`src/hdl/qfe_pkg.sv`:
```
package qfe_pkg;

   localparam int FEAT_BITS = 32;
   localparam int IDX_BITS = 6;
   localparam int LEN_BITS = 4;
   localparam logic [LEN_BITS-1:0] ROW_LENGTH_RESET = 4'd8;

   // Control that travels alongside a row store read
   typedef struct packed {
      logic                valid;
      logic                is_linear;
      logic [IDX_BITS-1:0] index;
      logic                last;
   } rd_tag_type;

   // Sequencer states
   typedef enum logic [2:0] {
      ST_IDLE    = 3'b001,
      ST_LINEAR  = 3'b010,
      ST_PRODUCT = 3'b100
   } seq_state_type;

endpackage

```
`src/hdl/qfe_if.sv`:
```
interface qfe_req_if #(
   parameter int SAMPLE_BITS = 16
);
   logic                          valid;
   logic                          ready;
   logic signed [SAMPLE_BITS-1:0] sample;

   modport source (output valid, output sample, input ready);
   modport sink (input valid, input sample, output ready);
endinterface

interface qfe_rsp_if;
   logic               valid;
   logic               ready;
   logic signed [31:0] feature;
   logic               is_linear;
   logic [5:0]         feature_index;
   logic               last;

   modport source (output valid, output feature, output is_linear,
                   output feature_index, output last, input ready);
   modport sink (input valid, input feature, input is_linear,
                 input feature_index, input last, output ready);
endinterface

```
`src/hdl/quadratic_feature_expander_unit.sv`:
```
// Channel | Dir | Handshake   | Payload
// req     | in  | valid/ready | sample (signed Q1.15, SAMPLE_BITS)
// rsp     | out | valid/ready | feature (Q2.30, 32), is_linear, feature_index (6), last
// csr     | in  | write_enable| write_data = row_length (4)
//
// A sample that does not close a row is written to the row store.
// The sample that closes a row of n starts a burst of n + n(n+1)/2 features, one per
// cycle while rsp is not stalled, read back from the row store; req.ready stays low
// while the sequencer issues the burst's reads.
// Reset (synchronous) clears the sample count, the sequencer and the output valid and
// loads row_length with 8; the row store is not cleared.
// A stall on rsp freezes the sequencer, the read pipeline and the output register.
module quadratic_feature_expander_unit
   import qfe_pkg::*;
#(
   parameter int MAX_DIM = 8,
   parameter int SAMPLE_BITS = 16
) (
   input  logic                clock,
   input  logic                reset,
   input  logic                csr_write_enable,
   input  logic [LEN_BITS-1:0] csr_write_data,
   qfe_req_if.sink             req,
   qfe_rsp_if.source           rsp
);

   localparam int ADDR_BITS = (MAX_DIM > 1) ? $clog2(MAX_DIM) : 1;

   logic [LEN_BITS-1:0]  row_length_ff;
   logic [LEN_BITS-1:0]  count_ff, count_in;
   logic [LEN_BITS-1:0]  count_next;
   logic [LEN_BITS-1:0]  n_eff;
   logic                 accept;
   logic                 start;
   logic                 busy;
   logic                 advance;
   logic                 rd_en;
   logic [ADDR_BITS-1:0] rd_addr;
   logic [SAMPLE_BITS-1:0] rd_data;
   rd_tag_type           tag;

   // Clamp the row length: zero acts as one, anything above capacity as MAX_DIM
   always_comb begin
      if (row_length_ff == '0) begin
         n_eff = LEN_BITS'(1);
      end else if (row_length_ff > LEN_BITS'(MAX_DIM)) begin
         n_eff = LEN_BITS'(MAX_DIM);
      end else begin
         n_eff = row_length_ff;
      end
   end

   // Take samples only between bursts
   assign req.ready = !busy;
   assign accept = req.valid && !busy;

   // Close the row once the count reaches the effective length, even if the
   // length shrank mid-row
   assign count_next = LEN_BITS'(count_ff + 1'b1);
   assign start = accept && (count_next >= n_eff);

   always_comb begin
      count_in = count_ff;
      if (accept) begin
         count_in = start ? '0 : count_next;
      end
   end

   always_ff @(posedge clock) begin
      if (reset) begin
         row_length_ff <= ROW_LENGTH_RESET;
         count_ff <= '0;
      end else begin
         if (csr_write_enable) begin
            row_length_ff <= csr_write_data;
         end
         count_ff <= count_in;
      end
   end

   // Row store: written by accepted samples, read back by the sequencer
   qfe_ram #(
      .WIDTH     (SAMPLE_BITS),
      .DEPTH     (MAX_DIM),
      .ADDR_BITS (ADDR_BITS)
   ) u_row_store (
      .clock   (clock),
      .wr_en   (accept),
      .wr_addr (count_ff[ADDR_BITS-1:0]),
      .wr_data (req.sample),
      .rd_en   (rd_en),
      .rd_addr (rd_addr),
      .rd_data (rd_data)
   );

   // Walk j and k over the stored row, issuing one read per feature
   qfe_seq #(
      .ADDR_BITS (ADDR_BITS)
   ) u_seq (
      .clock   (clock),
      .reset   (reset),
      .advance (advance),
      .start   (start),
      .n_eff   (n_eff),
      .busy    (busy),
      .rd_en   (rd_en),
      .rd_addr (rd_addr),
      .tag     (tag)
   );

   // Hold x_j, form the linear term or the product, and register the result
   qfe_dp #(
      .SAMPLE_BITS (SAMPLE_BITS)
   ) u_dp (
      .clock   (clock),
      .reset   (reset),
      .tag     (tag),
      .rd_data (rd_data),
      .advance (advance),
      .rsp     (rsp)
   );

endmodule

```
`src/hdl/qfe_ram.sv`:
```
module qfe_ram #(
   parameter int WIDTH = 16,
   parameter int DEPTH = 8,
   parameter int ADDR_BITS = (DEPTH > 1) ? $clog2(DEPTH) : 1
) (
   input  logic                 clock,
   input  logic                 wr_en,
   input  logic [ADDR_BITS-1:0] wr_addr,
   input  logic [WIDTH-1:0]     wr_data,
   input  logic                 rd_en,
   input  logic [ADDR_BITS-1:0] rd_addr,
   output logic [WIDTH-1:0]     rd_data
);

   logic [WIDTH-1:0] mem_ff [DEPTH];
   logic [WIDTH-1:0] rd_data_ff;

   always_ff @(posedge clock) begin
      if (wr_en) begin
         mem_ff[wr_addr] <= wr_data;
      end
      if (rd_en) begin
         rd_data_ff <= mem_ff[rd_addr];
      end
   end

   assign rd_data = rd_data_ff;

endmodule

```
`src/hdl/qfe_seq.sv`:
```
module qfe_seq
   import qfe_pkg::*;
#(
   parameter int ADDR_BITS = 3
) (
   input  logic                 clock,
   input  logic                 reset,
   input  logic                 advance,
   input  logic                 start,
   input  logic [LEN_BITS-1:0]  n_eff,
   output logic                 busy,
   output logic                 rd_en,
   output logic [ADDR_BITS-1:0] rd_addr,
   output rd_tag_type           tag
);

   seq_state_type        state_ff, state_in;
   logic [ADDR_BITS-1:0] j_ff, j_in;
   logic [ADDR_BITS-1:0] k_ff, k_in;
   logic [IDX_BITS-1:0]  idx_ff, idx_in;
   rd_tag_type           tag_ff, tag_in;
   logic                 j_last;
   logic                 k_last;

   assign j_last = LEN_BITS'(j_ff) == n_eff - LEN_BITS'(1);
   assign k_last = LEN_BITS'(k_ff) == n_eff - LEN_BITS'(1);

   always_comb begin
      state_in = state_ff;
      j_in = j_ff;
      k_in = k_ff;
      idx_in = idx_ff;
      rd_en = 1'b0;
      rd_addr = (state_ff == ST_LINEAR) ? j_ff : k_ff;
      case (state_ff)
         ST_IDLE: begin
            if (start) begin
               state_in = ST_LINEAR;
               j_in = '0;
               k_in = '0;
               idx_in = '0;
            end
         end
         ST_LINEAR: begin
            if (advance) begin
               rd_en = 1'b1;
               state_in = ST_PRODUCT;
               k_in = j_ff;
               idx_in = IDX_BITS'(idx_ff + 1'b1);
            end
         end
         ST_PRODUCT: begin
            if (advance) begin
               rd_en = 1'b1;
               idx_in = IDX_BITS'(idx_ff + 1'b1);
               if (k_last) begin
                  if (j_last) begin
                     state_in = ST_IDLE;
                  end else begin
                     j_in = ADDR_BITS'(j_ff + 1'b1);
                     state_in = ST_LINEAR;
                  end
               end else begin
                  k_in = ADDR_BITS'(k_ff + 1'b1);
               end
            end
         end
         default: begin
            state_in = ST_IDLE;
         end
      endcase
   end

   // Tag is registered with the read, so it lines up with the registered read data
   always_comb begin
      tag_in = tag_ff;
      if (advance) begin
         tag_in.valid = state_ff != ST_IDLE;
         tag_in.is_linear = state_ff == ST_LINEAR;
         tag_in.index = idx_ff;
         tag_in.last = (state_ff == ST_PRODUCT) && k_last && j_last;
      end
   end

   always_ff @(posedge clock) begin
      if (reset) begin
         state_ff <= ST_IDLE;
         tag_ff.valid <= 1'b0;
      end else begin
         state_ff <= state_in;
         tag_ff.valid <= tag_in.valid;
      end
      j_ff <= j_in;
      k_ff <= k_in;
      idx_ff <= idx_in;
      tag_ff.is_linear <= tag_in.is_linear;
      tag_ff.index <= tag_in.index;
      tag_ff.last <= tag_in.last;
   end

   assign busy = state_ff != ST_IDLE;
   assign tag = tag_ff;

endmodule

```
`src/hdl/qfe_dp.sv`:
```
module qfe_dp
   import qfe_pkg::*;
#(
   parameter int SAMPLE_BITS = 16
) (
   input  logic                   clock,
   input  logic                   reset,
   input  rd_tag_type             tag,
   input  logic [SAMPLE_BITS-1:0] rd_data,
   output logic                   advance,
   qfe_rsp_if.source              rsp
);

   localparam int PW = 2 * SAMPLE_BITS;

   logic signed [SAMPLE_BITS-1:0] xj_ff;
   logic signed [SAMPLE_BITS-1:0] xk;
   logic signed [PW-1:0]          lin;
   logic signed [PW-1:0]          prod;
   logic signed [FEAT_BITS-1:0]   feature_in;
   logic                          out_valid_ff;
   logic signed [FEAT_BITS-1:0]   feature_ff;
   logic                          is_linear_ff;
   logic [IDX_BITS-1:0]           index_ff;
   logic                          last_ff;

   // Move when the output register is empty or being drained
   assign advance = !out_valid_ff || rsp.ready;

   assign xk = signed'(rd_data);
   assign lin = PW'(xk) <<< (SAMPLE_BITS - 1);
   assign prod = xj_ff * xk;
   assign feature_in = tag.is_linear ? FEAT_BITS'(lin) : FEAT_BITS'(prod);

   always_ff @(posedge clock) begin
      if (reset) begin
         out_valid_ff <= 1'b0;
      end else if (advance) begin
         out_valid_ff <= tag.valid;
      end
      if (advance && tag.valid && tag.is_linear) begin
         xj_ff <= xk;
      end
      if (advance) begin
         feature_ff <= feature_in;
         is_linear_ff <= tag.is_linear;
         index_ff <= tag.index;
         last_ff <= tag.last;
      end
   end

   assign rsp.valid = out_valid_ff;
   assign rsp.feature = feature_ff;
   assign rsp.is_linear = is_linear_ff;
   assign rsp.feature_index = index_ff;
   assign rsp.last = last_ff;

endmodule

```
`src/flat_wrapper.sv`:
```
// flat-port wrapper written by rule: the top's interface ports become plain ports
module quadratic_feature_expander_unit_flat import qfe_pkg::*;
#(
   parameter int MAX_DIM = 8,
   parameter int SAMPLE_BITS = 16
)
  (clock, reset, csr_write_enable, csr_write_data, req_valid, req_sample, req_ready, rsp_valid, rsp_feature, rsp_is_linear, rsp_feature_index, rsp_last, rsp_ready);
  qfe_req_if #(.SAMPLE_BITS(SAMPLE_BITS)) req_i ();
  qfe_rsp_if rsp_i ();
  input  logic clock;
  input  logic reset;
  input  logic csr_write_enable;
  input  logic [LEN_BITS-1:0] csr_write_data;
  input wire logic [$bits(req_i.valid)-1:0] req_valid;
  input wire logic [$bits(req_i.sample)-1:0] req_sample;
  output wire logic [$bits(req_i.ready)-1:0] req_ready;
  output wire logic [$bits(rsp_i.valid)-1:0] rsp_valid;
  output wire logic [$bits(rsp_i.feature)-1:0] rsp_feature;
  output wire logic [$bits(rsp_i.is_linear)-1:0] rsp_is_linear;
  output wire logic [$bits(rsp_i.feature_index)-1:0] rsp_feature_index;
  output wire logic [$bits(rsp_i.last)-1:0] rsp_last;
  input wire logic [$bits(rsp_i.ready)-1:0] rsp_ready;
  assign req_i.valid = req_valid;
  assign req_i.sample = req_sample;
  assign req_ready = req_i.ready;
  assign rsp_valid = rsp_i.valid;
  assign rsp_feature = rsp_i.feature;
  assign rsp_is_linear = rsp_i.is_linear;
  assign rsp_feature_index = rsp_i.feature_index;
  assign rsp_last = rsp_i.last;
  assign rsp_i.ready = rsp_ready;
  quadratic_feature_expander_unit #(.MAX_DIM(MAX_DIM), .SAMPLE_BITS(SAMPLE_BITS)) u_core (.clock(clock), .reset(reset), .csr_write_enable(csr_write_enable), .csr_write_data(csr_write_data), .req(req_i), .rsp(rsp_i));
endmodule
```
`config.mk`:
```
export PLATFORM = sky130hd
export DESIGN_NAME = quadratic_feature_expander_unit_flat
export DESIGN_NICKNAME = d
export VERILOG_FILES = /design/src/hdl/qfe_pkg.sv /design/src/hdl/qfe_if.sv /design/src/hdl/quadratic_feature_expander_unit.sv /design/src/hdl/qfe_ram.sv /design/src/hdl/qfe_seq.sv /design/src/hdl/qfe_dp.sv /design/src/flat_wrapper.sv
export SDC_FILE = /design/constraint.sdc
export NUM_CORES = 1
export LEC_CHECK = 0
export BUFFER_PORTS_ARGS = -buffer_cell sky130_fd_sc_hd__buf_2
export CAP_MARGIN = 20
export CORE_MARGIN = 1
export CORE_UTILIZATION = 40
export CTS_CLUSTER_SIZE = 16
export DETAILED_ROUTE_END_ITERATION = 12
export GPL_ROUTABILITY_DRIVEN = 0
export PLACE_DENSITY_LB_ADDON = 0.05
export SYNTH_ARGS = -nofsm -noshare
export SYNTH_HDL_FRONTEND = slang
export SYNTH_SLANG_ARGS = --single-unit
```
`constraint.sdc`:
```
create_clock -name clock -period 5.8 [get_ports clock]
set_input_delay 1.16 -clock clock [delete_from_list [all_inputs] [get_ports clock]]
set_output_delay 1.16 -clock clock [all_outputs]
set_load 0.1 [all_outputs]
```
==> out/qor.txt <==
=================================================================================================
Worst min path class                                                                   reg -> reg
Number of distinct library cell variants in the gate-level netlist after synthesis             64
Antenna-violating nets left                                                                     0
Floorplan core area                                                                   46560 sq um
DR DRC count                                                                                    0
Critical path cell sequence                                                          buf_6, nand2_4, inv_4, fa_2, fa_2, fa_1, fa_1, fa_1, inv_2, fa_1, inv_2, ha_4, and4_4, and2b_2, nand4_1, o2111a_2, nor3_4, a211oi_2, mux2i_1, a2111oi_2
RSZ-0062 raised after global routing                                                         true
Number of CTS-inserted buffers                                                                 27
Top delay family on crit path                                                         adder cells
Worst IR drop on VDD                                                                    0.3456 mV
Power per cell area                                                                  224.1 nW/um^2
Clock input transition at the sequential cells of the worst setup and hold paths          0.06 ns
Number of synthesis warnings                                                                    0
Drt initial violations                                                                        681
Number of antenna violations at the first check in global routing                               1
PortBufs                                                                                       66
Via Count                                                                                   12510
Area added between synthesis and finish                                                    21.80%
Post-synthesis share of cell area spent on and, or, nand and nor gates                     15.66%
Xor-xnor portion of the synthesized cell area                                              2.315%
Wire length per cell after detailed routing                                          18.12 microns
Share of synthesized area spent on multiplexers                                           0.4366%
Most frequently used flop master after synthesis                                         edfxtp_1
Mapped Nets                                                                                  2128
Floorplan die area                                                                    48160 sq um
Depth of the CTS H-tree                                                                         1
Root Buffer Master                                                                      clkbuf_16
Launching element type of the critical path                                              register
Leading post-synthesis cells by instance count                                       298 x nand2_1, 285 x inv_1, 262 x fa_1, 220 x edfxtp_1, 126 x and2_1
Number of clock sinks                                                                         233
Critical path's slowest cell                                                                 fa_2
Post-synthesis compound-gate area fraction                                                 4.419%
Final setup TNS                                                                         -1.744 ns
Most frequent cell after synthesis                                                        nand2_1
Cell taking the most area after synthesis                                                edfxtp_1
CTS tree                                                                                     done
Most numerous cell on the critical path                                                      fa_1
Shortest period the worst path allows                                                    6.031 ns
Adder-cell area share of the yosys netlist                                                 33.75%
Total gr overflow                                                                               0
Detailed Place HPWL                                                                  36000 microns
Placed cell count                                                                            2533
Post-route clock period utilization                                                        104.0%
Share of flip-flops with an asynchronous set or reset                                          0%
Relative slew slack                                                                        29.51%
Ports                                                                                          67
Dominant combinational cell family by area after synthesis                            adder cells
Post-Route WL                                                                        47590 microns
Number of maximum-capacitance violations                                                        0
Number of hold-slack violations in the final timing report                                      0
Portion of synthesized cell area occupied by the leading cell type                         34.93%
Max-slew violations                                                                             0
Leading post-synthesis cells by cell area                                            edfxtp_1 35%, fa_1 28%, ha_1 6.0%
Post-detailed-route via-to-cell ratio                                                       4.762
Fraction of the yosys area taken by sequential cells                                       36.30%
Result of the run                                                                    complete, but fails checks
WP data required                                                                          6.15 ns
Setup crit end kind                                                                      register
Clk_skew                                                                               0.01423 ns
Violations in the final reports                                                      setup timing
Final Net Count                                                                              2379
Initial cell density of the core                                                           40.63%
Count of placed standard cells in the final layout, fillers left out                         2626
Min setup slack post-route                                                             -0.2315 ns
Iteration count of the initial detailed-routing pass                                            4
Post-synthesis instance area                                                          18910 sq um
Layout cells sized above 1                                                                 22.54%
Vias in the first global route                                                              13150
Largest net degree at the start of global routing                                              54
Post-Syn Instances                                                                           1750
Dpl ws                                                                                 -0.3951 ns
Total non-filler cell area in the finished layout                                     23040 sq um
Count of antenna diodes in the layout                                                           0
Number of buffers on the longest clock path                                                     3
Final setup violating endpoints                                                                11
Critical-path maximum fanout                                                                    5
Clock latency at the later pin of the worst-skew pair                                     0.55 ns
Fmax                                                                                    165.8 MHz
Per-instance average area after synthesis                                             10.81 sq um
Buffering stage count on the worst path with inverters included                                 4
Global router's overall resource usage                                                     20.58%
Register bit count reported by yosys                                                          233
Standard cell area after detailed placement                                           21310 sq um
Longest individual stage delay on the worst path                                          0.65 ns
Leak Pwr                                                                                 10.25 nW
Type of the worst setup path                                                           reg -> reg
Number of enable-type register cells in the synthesized netlist                               220
Die Y                                                                                219.5 microns
Signal arrival time at the worst endpoint                                                 6.39 ns
Global-route wire length before repair                                               75210 microns
Chip width                                                                           219.5 microns
Row cnt                                                                                        79
Actual transition at the worst max-transition pin                                        1.053 ns
=================================================================================================
==> metrics by stage <==
| stage | total power [mW] | util, % | hold WS (ns) |
|---|---|---|---|
| 2_1_floorplan | 3.077 | - | 0.4003 |
| 3_3_place_gp | 3.489 | 45.78 | 0.4019 |
| 3_5_place_dp | 3.491 | 45.78 | 0.4054 |
| 4_1_cts | 5.169 | 48.65 | 0.4183 |
| 5_1_grt | 5.390 | 49.48 | 0.4295 |
| 6_report | 5.163 | 49.48 | 0.4166 |
==> per-layer routing <==
metal / vias up / track usage (%) / routed length (microns)
met2: 152 / 32.97 / 21880
met3: 49 / 2.567 / 1626
met5: - / 0 / 0
li1: 6070 / - / -
met4: 0 / 4.190 / 772
met1: 6235 / 29.96 / 23310
==> timing repair <==
item                       in CTS  in global routing
pin swaps                      60                 47
hold buffers                    0                  0
buffers inserted               30                 19
setup endpoints to repair      16                 19
gates cloned                    1                  0
gates resized for setup        79                 70
==> cell families after synthesis <==
| logic type | Yosys count |
|---|---|
| buffers and inverters | 351 |
| adders and majority gates | 353 |
| AOI/OAI and AO/OA | 122 |
| xor gates and xnor gates | 50 |
| muxes | 8 |
| DFF | 233 |
| and+or+nand+nor | 633 |
==> where the power goes <==
group          internal (mW)  leakage (nW)  total (mW)  switching [mW]
clock                  0.881         0.394        1.58           0.696
sequential              1.97          2.19        2.03          0.0558
combinational          0.458          7.67        1.56            1.10
==> path summary, 6_finish.rpt <==
| path | from | endpoint | slack [ns] | cells after the start |
|---|---|---|---|---|
| setup / recovery | u_core.u_dp.xj_ff[15] | u_core.u_dp.rsp.feature[31] | -0.23 | 20 |
| hold / removal | u_core.u_seq.tag[5] | u_core.u_dp.rsp.feature_index[4] | 0.42 | 0 |
| setup reg to reg | u_core.u_dp.xj_ff[15] | u_core.u_dp.rsp.feature[31] | -0.23 | 20 |
| hold reg to reg | u_core.u_seq.tag[5] | u_core.u_dp.rsp.feature_index[4] | 0.42 | 0 |
==> sequential cells by signal, indices dropped and copies added (netlist names) <==
register / flops
u_core.u_seq.j_ff: 3
u_core.u_row_store.rd_data: 16
u_core.u_dp.rsp.valid: 1
u_core.u_seq.k_ff: 3
u_core.u_seq.tag: 9
u_core.u_dp.rsp.feature: 32
u_core.u_dp.xj_ff: 16
u_core.u_dp.rsp.last: 1
u_core.u_seq.idx_ff: 6
u_core.u_row_store.mem_ff: 128
u_core.count_ff: 4
u_core.u_dp.rsp.is_linear: 1
u_core.u_seq.state_ff: 3
u_core.u_dp.rsp.feature_index: 6
u_core.row_length_ff: 4
==> cell type report <==
cell class | count | area (sq um)
clock inverters | 14 | 87.58
fillers | 4190 | 23520
multi-input cells | 1166 | 11270
flip-flops and latches | 233 | 6867
well taps | 607 | 759.5
clock buffers | 33 | 718.2
inverters | 285 | 1072
repair buffers | 288 | 2261
==> layout by cell type, fill, tap and decap left out, types with 6 or more instances in the layout <==
cell type  netlist  routed
o21ai_0         40      26
buf_12           0      13
o21a_1          12      10
a21o_1          10      10
buf_4            0     181
nand2b_1         8       8
and2_4           0      11
ha_1            91      80
ha_4             0      10
nand2_2          0       6
fa_2             0      16
clkbuf_16        0      27
xor2_1          19      17
buf_6            0      27
edfxtp_1       220     220
a21oi_1         21      14
and2_1         126     115
o21ai_1          3      12
xnor2_1         31      30
fa_1           262     246
nand3_1         95      92
nor2b_1         10       8
nand2_1        298     290
inv_2            0      15
a21oi_2          1       6
nor3_1          12       8
dfxtp_1         13      13
nor2_1          60      57
buf_2            8      66
inv_1          285     269
Power figures use the tool's default switching activity.
